===== config.mk =====
export PLATFORM = sky130hd
export DESIGN_NAME = dll_ctrl
export DESIGN_NICKNAME = d
export VERILOG_FILES = /design/src/rtl/dll_pkg.sv /design/src/rtl/dll_ctrl.sv
export SDC_FILE = /design/constraint.sdc
export NUM_CORES = 1
export LEC_CHECK = 0
export ABC_AREA = 1
export BUFFER_PORTS_ARGS = -buffer_cell sky130_fd_sc_hd__buf_2
export CAP_MARGIN = 20
export CELL_PAD_IN_SITES_DETAIL_PLACEMENT = 2
export CELL_PAD_IN_SITES_GLOBAL_PLACEMENT = 2
export CORE_AREA = 8 8 45 47
export DETAILED_ROUTE_END_ITERATION = 10
export DIE_AREA = 0 0 53 55
export GPL_ROUTABILITY_DRIVEN = 0
export PLACE_DENSITY_LB_ADDON = 0.1
export SYNTH_ARGS = -nofsm -noshare
export SYNTH_HDL_FRONTEND = slang
export SYNTH_SLANG_ARGS = --single-unit

===== constraint.sdc =====
create_clock -name clk -period 1.95 [get_ports clk]
set_clock_uncertainty 0.1 [all_clocks]
set_input_delay 0.2925 -clock clk [delete_from_list [all_inputs] [get_ports clk]]
set_output_delay 0.2925 -clock clk [all_outputs]
set_load 0.03 [all_outputs]

===== src/rtl/dll_pkg.sv =====
`timescale 1ns / 1ps
`default_nettype none
// ----------------------------------------------------------------------------
// dll_pkg
// Shared command codes, controller state and control bundle for the
// doubly linked list engine.
// ----------------------------------------------------------------------------
package dll_pkg;

    typedef enum logic [4:0] {
        CMD_CLEAR      = 5'd0,
        CMD_INS_FIRST  = 5'd1,
        CMD_INS_LAST   = 5'd2,
        CMD_FIRST      = 5'd3,
        CMD_LAST       = 5'd4,
        CMD_RD_FIRST   = 5'd5,
        CMD_RD_LAST    = 5'd6,
        CMD_DEL_FIRST  = 5'd7,
        CMD_DEL_LAST   = 5'd8,
        CMD_DEL_AFTER  = 5'd9,
        CMD_DEL_BEFORE = 5'd10,
        CMD_INS_AFTER  = 5'd11,
        CMD_INS_BEFORE = 5'd12,
        CMD_RD_CURSOR  = 5'd13,
        CMD_WR_CURSOR  = 5'd14,
        CMD_NEXT       = 5'd15,
        CMD_PREV       = 5'd16,
        CMD_ACTIVE     = 5'd17
    } cmd_t;

    typedef enum logic [3:0] {
        ST_IDLE = 4'b0001,
        ST_RD2  = 4'b0010,
        ST_WR1  = 4'b0100,
        ST_WR2  = 4'b1000
    } state_t;

    typedef struct packed {
        logic accept;
        logic rd2;
        logic wr1;
        logic wr2;
    } ctrl_t;

endpackage
`default_nettype wire


===== src/rtl/dll_ctrl.sv =====
`timescale 1ns / 1ps
`default_nettype none
// ----------------------------------------------------------------------------
// dll_ctrl
// Command sequencer: accept, second read, two write phases.
// ----------------------------------------------------------------------------
module dll_ctrl (
    input  wire logic           clk,
    input  wire logic           rst_n,
    input  wire logic           start,
    output logic                busy,
    output dll_pkg::ctrl_t      ctrl
);

    dll_pkg::state_t state_reg, state_next;

    always_comb
    begin
        state_next = state_reg;
        case (state_reg)
            dll_pkg::ST_IDLE: if (start) state_next = dll_pkg::ST_RD2;
            dll_pkg::ST_RD2:  state_next = dll_pkg::ST_WR1;
            dll_pkg::ST_WR1:  state_next = dll_pkg::ST_WR2;
            dll_pkg::ST_WR2:  state_next = dll_pkg::ST_IDLE;
            default:          state_next = dll_pkg::ST_IDLE;
        endcase
    end

    always_ff @(posedge clk or negedge rst_n)
    begin
        if (!rst_n)
        begin
            state_reg <= dll_pkg::ST_IDLE;
        end
        else
        begin
            state_reg <= state_next;
        end
    end

    assign busy        = (state_reg != dll_pkg::ST_IDLE);
    assign ctrl.accept = start && (state_reg == dll_pkg::ST_IDLE);
    assign ctrl.rd2    = (state_reg == dll_pkg::ST_RD2);
    assign ctrl.wr1    = (state_reg == dll_pkg::ST_WR1);
    assign ctrl.wr2    = (state_reg == dll_pkg::ST_WR2);

endmodule
`default_nettype wire


==> Yosys cells after proc, flatten, opt, wreduce, memory -nomap -nowiden <==
Index checks and enable logic that the tools add are counted.
{ "op_classes": {"n_mux": 2, "n_reduce_logical": 1, "eq_ne": 6} }
{ "op_table": {"columns": ["op", "count"], "rows": [
  ["one-hot mux 4 bit (3 select lines)", 1],
  ["== test 4 x 1 -> 1 bit, second input constant", 1],
  ["== test 4 x 2 -> 1 bit, second input constant", 1],
  ["== test 4 x 3 -> 1 bit, second input constant", 1],
  ["== test 4 bit, second input constant", 1],
  ["2-to-1 mux 4 bit", 1],
  ["!= test 4 x 1 -> 1 bit, second input constant", 1],
  ["!= test 2 bit, second input constant", 1],
  ["logical AND 1 bit", 1]
]} }
{ "word_totals": {"in_bits": 3, "word_cells": 10, "reg_bits": 4, "out_inout_bits": 5} }

==> Depth between registers and ports, before layout <==
{ "logic_depth": {"depth_word": 2, "depth_mapped": 5, "ltp_nobuf": 5} }

==> Worst setup path before layout <==
OpenSTA, ideal clock, no wires.
{ "synth_timing": {"kind": "register -> output", "start": "register state_reg[0]", "end": "output port ctrl[3] (netlist bit)", "arrival_ns": 1.030, "required_time_ns": 1.558, "path_buffers": 0, "path_stages_with_launch": 5, "setup_slack_ns": 0.528, "cell_sequence": "dfstp_2 -> inv_1 -> nor2_2 -> nand2_2 -> nor2_4"} }
{ "synth_rtl": {"columns": ["element", "line_no", "rtl"], "rows": [
  ["start: declaration", "dll_ctrl.sv:15", "dll_pkg::state_t state_reg, state_next;"],
  ["start signal: assignment", "dll_ctrl.sv:33", "state_reg <= dll_pkg::ST_IDLE;"],
  ["start signal: assignment", "dll_ctrl.sv:37", "state_reg <= state_next;"],
  ["end: declaration", "dll_ctrl.sv:12", "output dll_pkg::ctrl_t ctrl"]
]} }

==> flow_summary.yaml <==
sta:
  tns_ns: 0
  hold_violations: 0
  rsz0062_at_grt: "false"
  slew_violations: 0
  whs_ns: 0.242
  setup_violations: 0
  fin_crit_ns: 1.67
  layout_worst_path_cycle_share_pct: 85.6
  tightest_slew_ns: 0.145
  slew_headroom_pct: 90.3
  max_freq_mhz: 599
critical_path:
  cp_cell_sequence: "inv_1 > nor2_2 > nand2_2 > nor2_4 > buf_2"
  cp-end-kind: "primary output"
  crit_type: "flip-flop to primary output"
  reg2regPathDepth: 4
  reg2reg_from: "state_reg[0]"
  worst-endpoint-arrival_ns: 1.28
  cp-start-kind: "flip-flop"
  rr_endpoint: "state_reg[0]"
  crit_path_top_delay_cell: "dfstp_2"
  cpPeakStageDelay_ns: 0.53
  crit_required_ns: 1.56
  ff2ff_setup_slack_ns: 0.90
  critPathMaxFanout: 3
global_routing:
  gr-total-overflow: 0
  antenna_found_initial: 0
  grt_max_degree: 5
  grt_util_met1_pct: 4.27
  met3_usage_pct: 1.60
  grtUsageTotal_pct: 5.20
  grt_pass1_wl_um: 1030
  grt_pass1_vias: 255
  met2_usage_pct: 8.98
  top_usage_layer: "met2"
synthesis:
  synth_area_per_cell_um2: 7.74
  syn-cell-area_um2: 209
  synth_xor_area_share_pct: 0
  synth_top_family_by_area: "simple AND/OR/NAND/NOR gates"
  yosys.area_share.simple_pct: 33.5
  synth_compound_area_share_pct: 0
  synth.distinct_cells: 9
  ys_warn_count: 0
  synthMuxAreaShare_pct: 0
  ys_seq_area_share_pct: 48.5
  synthCells: 27
  synth_fa_ha_area_share_pct: 0
  ys_seq_elements: 4
  postSynthNetCount: 30
clocking:
  cts_tree: "yes"
  cts_setup_buffers: 0
  h-tree-depth: 1
  cts-root-buf: "clkbuf_4"
  cts_buffer_depth: 2
  postCtsHoldBufs: 1
  cts_buffers: 3
  worstSkewPairLatency_ns: 0.24
  cts.repair.resized: 0
  clk_pin_slew_ns: 0.04
  cts.sinks: 4
finish:
  fillers: 177
  drive_gt1_share_pct: 42.1
  fin_nets: 42
  areaGrowthSynthToFinish_pct: 40.1
  largest_register_ffs: 4
  fin_cells: 54
  diodes: 0
placed_design:
  hpwl_um: 456
  placed_cells: 49
  port_buffers: 7
worst_hold_path:
  min_from: "start"
  holdPathStages: 3
  min_to: "state_reg[1]"
  hold_path.class: "input port to flip-flop"
power:
  power.density_nw_per_um2: 1500
  clkPwrFrac_pct: 26.6
  p_int_w: 0.000245
  vdd_ir_drop_max_mv: 0.313
  p_comb_share_pct: 43.0
  p_sw_share_pct: 44.3
  switchingPower_w: 0.000195
  power_frac_seq_pct: 30.4
  leakagePower_nw: 0.195
route:
  drtIter0Drc: 1
  wirelength_um: 531
  drt_pass1_iterations: 4
  antenna_left: 0
  vias_per_cell: 3.57
  post_drt_wl_per_cell_um: 9.83
  routed-via-count: 193
  drc: 0
job:
  cap_violations: 0
die:
  ios: 8
  die_width_um: 53
  num_rows: 14
  dieArea_um2: 2920
  start_util_pct: 15.1
  coreArea_um2: 1380
  dieHeight_um: 55
run_status:
  status: "completed"
-- metal layers --
metal / vias to the layer above / wire length (µm) / part of all wire (%)
li1: 94 / - / -
met1: 92 / 215 / 40
met2: 5 / 292 / 55
met3: 2 / 17 / 3.2
met4: 0 / 6 / 1.1
met5: - / 0 / 0
-- area by class of cell --
class                   instances  area, µm²  share of cell area, %
inverters                       8       30.0                   10.3
well taps                      16       20.0                   6.84
repair buffers                  8       45.0                   15.4
clock buffers                   4       26.3                   8.97
flip-flops and latches          4        101                   34.6
multi-input cells              14       70.1                   23.9
-- worst max-delay path: cells and delay by family (launching register included) --
family	cells	cell delay, ns
DFF	1	0.53
and+or+nand+nor	3	0.26
buffers and inverters	2	0.25
-- how the worst max path moves through the flow --
stage	start	to	slack (ns)
final	state_reg[0]	ctrl[3]	0.28
after CTS	state_reg[0]	ctrl[3]	0.25
after floorplan	state_reg[0]	ctrl[3]	0.53
after global placement	state_reg[0]	ctrl[3]	0.53
after detailed placement	state_reg[0]	ctrl[3]	0.51
after global routing	state_reg[0]	ctrl[3]	0.20
-- logic make-up after synthesis --
group                  after synthesis
flip-flops                           4
AND/OR/NAND/NOR                     14
buffers and inverters                9
-- per-stage QoR --
step	area, µm²	util, %	total power [W]	worst slack (ns)
after global routing	293	21.2	0.000482	0.205
after floorplan	209	-	0.000277	0.528
final	293	21.2	0.000440	0.281
after global placement	256	18.5	0.000323	0.532
after detailed placement	256	18.5	0.000330	0.507
after CTS	293	21.2	0.000454	0.249
-- placed cells by master, fill, tap and decap left out, drive strengths merged --
master	Yosys	final
dfrtp	3	3
dlygate4sd3	0	1
inv	8	8
nand2	5	5
clkbuf	0	4
nor2	9	9
dfstp	1	1
buf	1	7
-- synth_stat cells, drive strengths merged --
| library cell | n | area share (%) |
|---|---|---|
| nand2 | 5 | 10 |
| buf | 1 | 3.6 |
| inv | 8 | 14 |
| dfrtp | 3 | 36 |
| nor2 | 9 | 23 |
| dfstp | 1 | 13 |
-- power by group through the flow --
| stage | clock network, W | logic [W] | registers (W) |
|---|---|---|---|
| after floorplan | 0 | 0.000148 | 0.000130 |
| after global placement | 0 | 0.000190 | 0.000133 |
| after detailed placement | 0 | 0.000194 | 0.000136 |
| after CTS | 0.000124 | 0.000196 | 0.000135 |
| after global routing | 0.000133 | 0.000210 | 0.000139 |
| final | 0.000117 | 0.000189 | 0.000134 |
No activity file was read; power rests on OpenSTA's default activity.
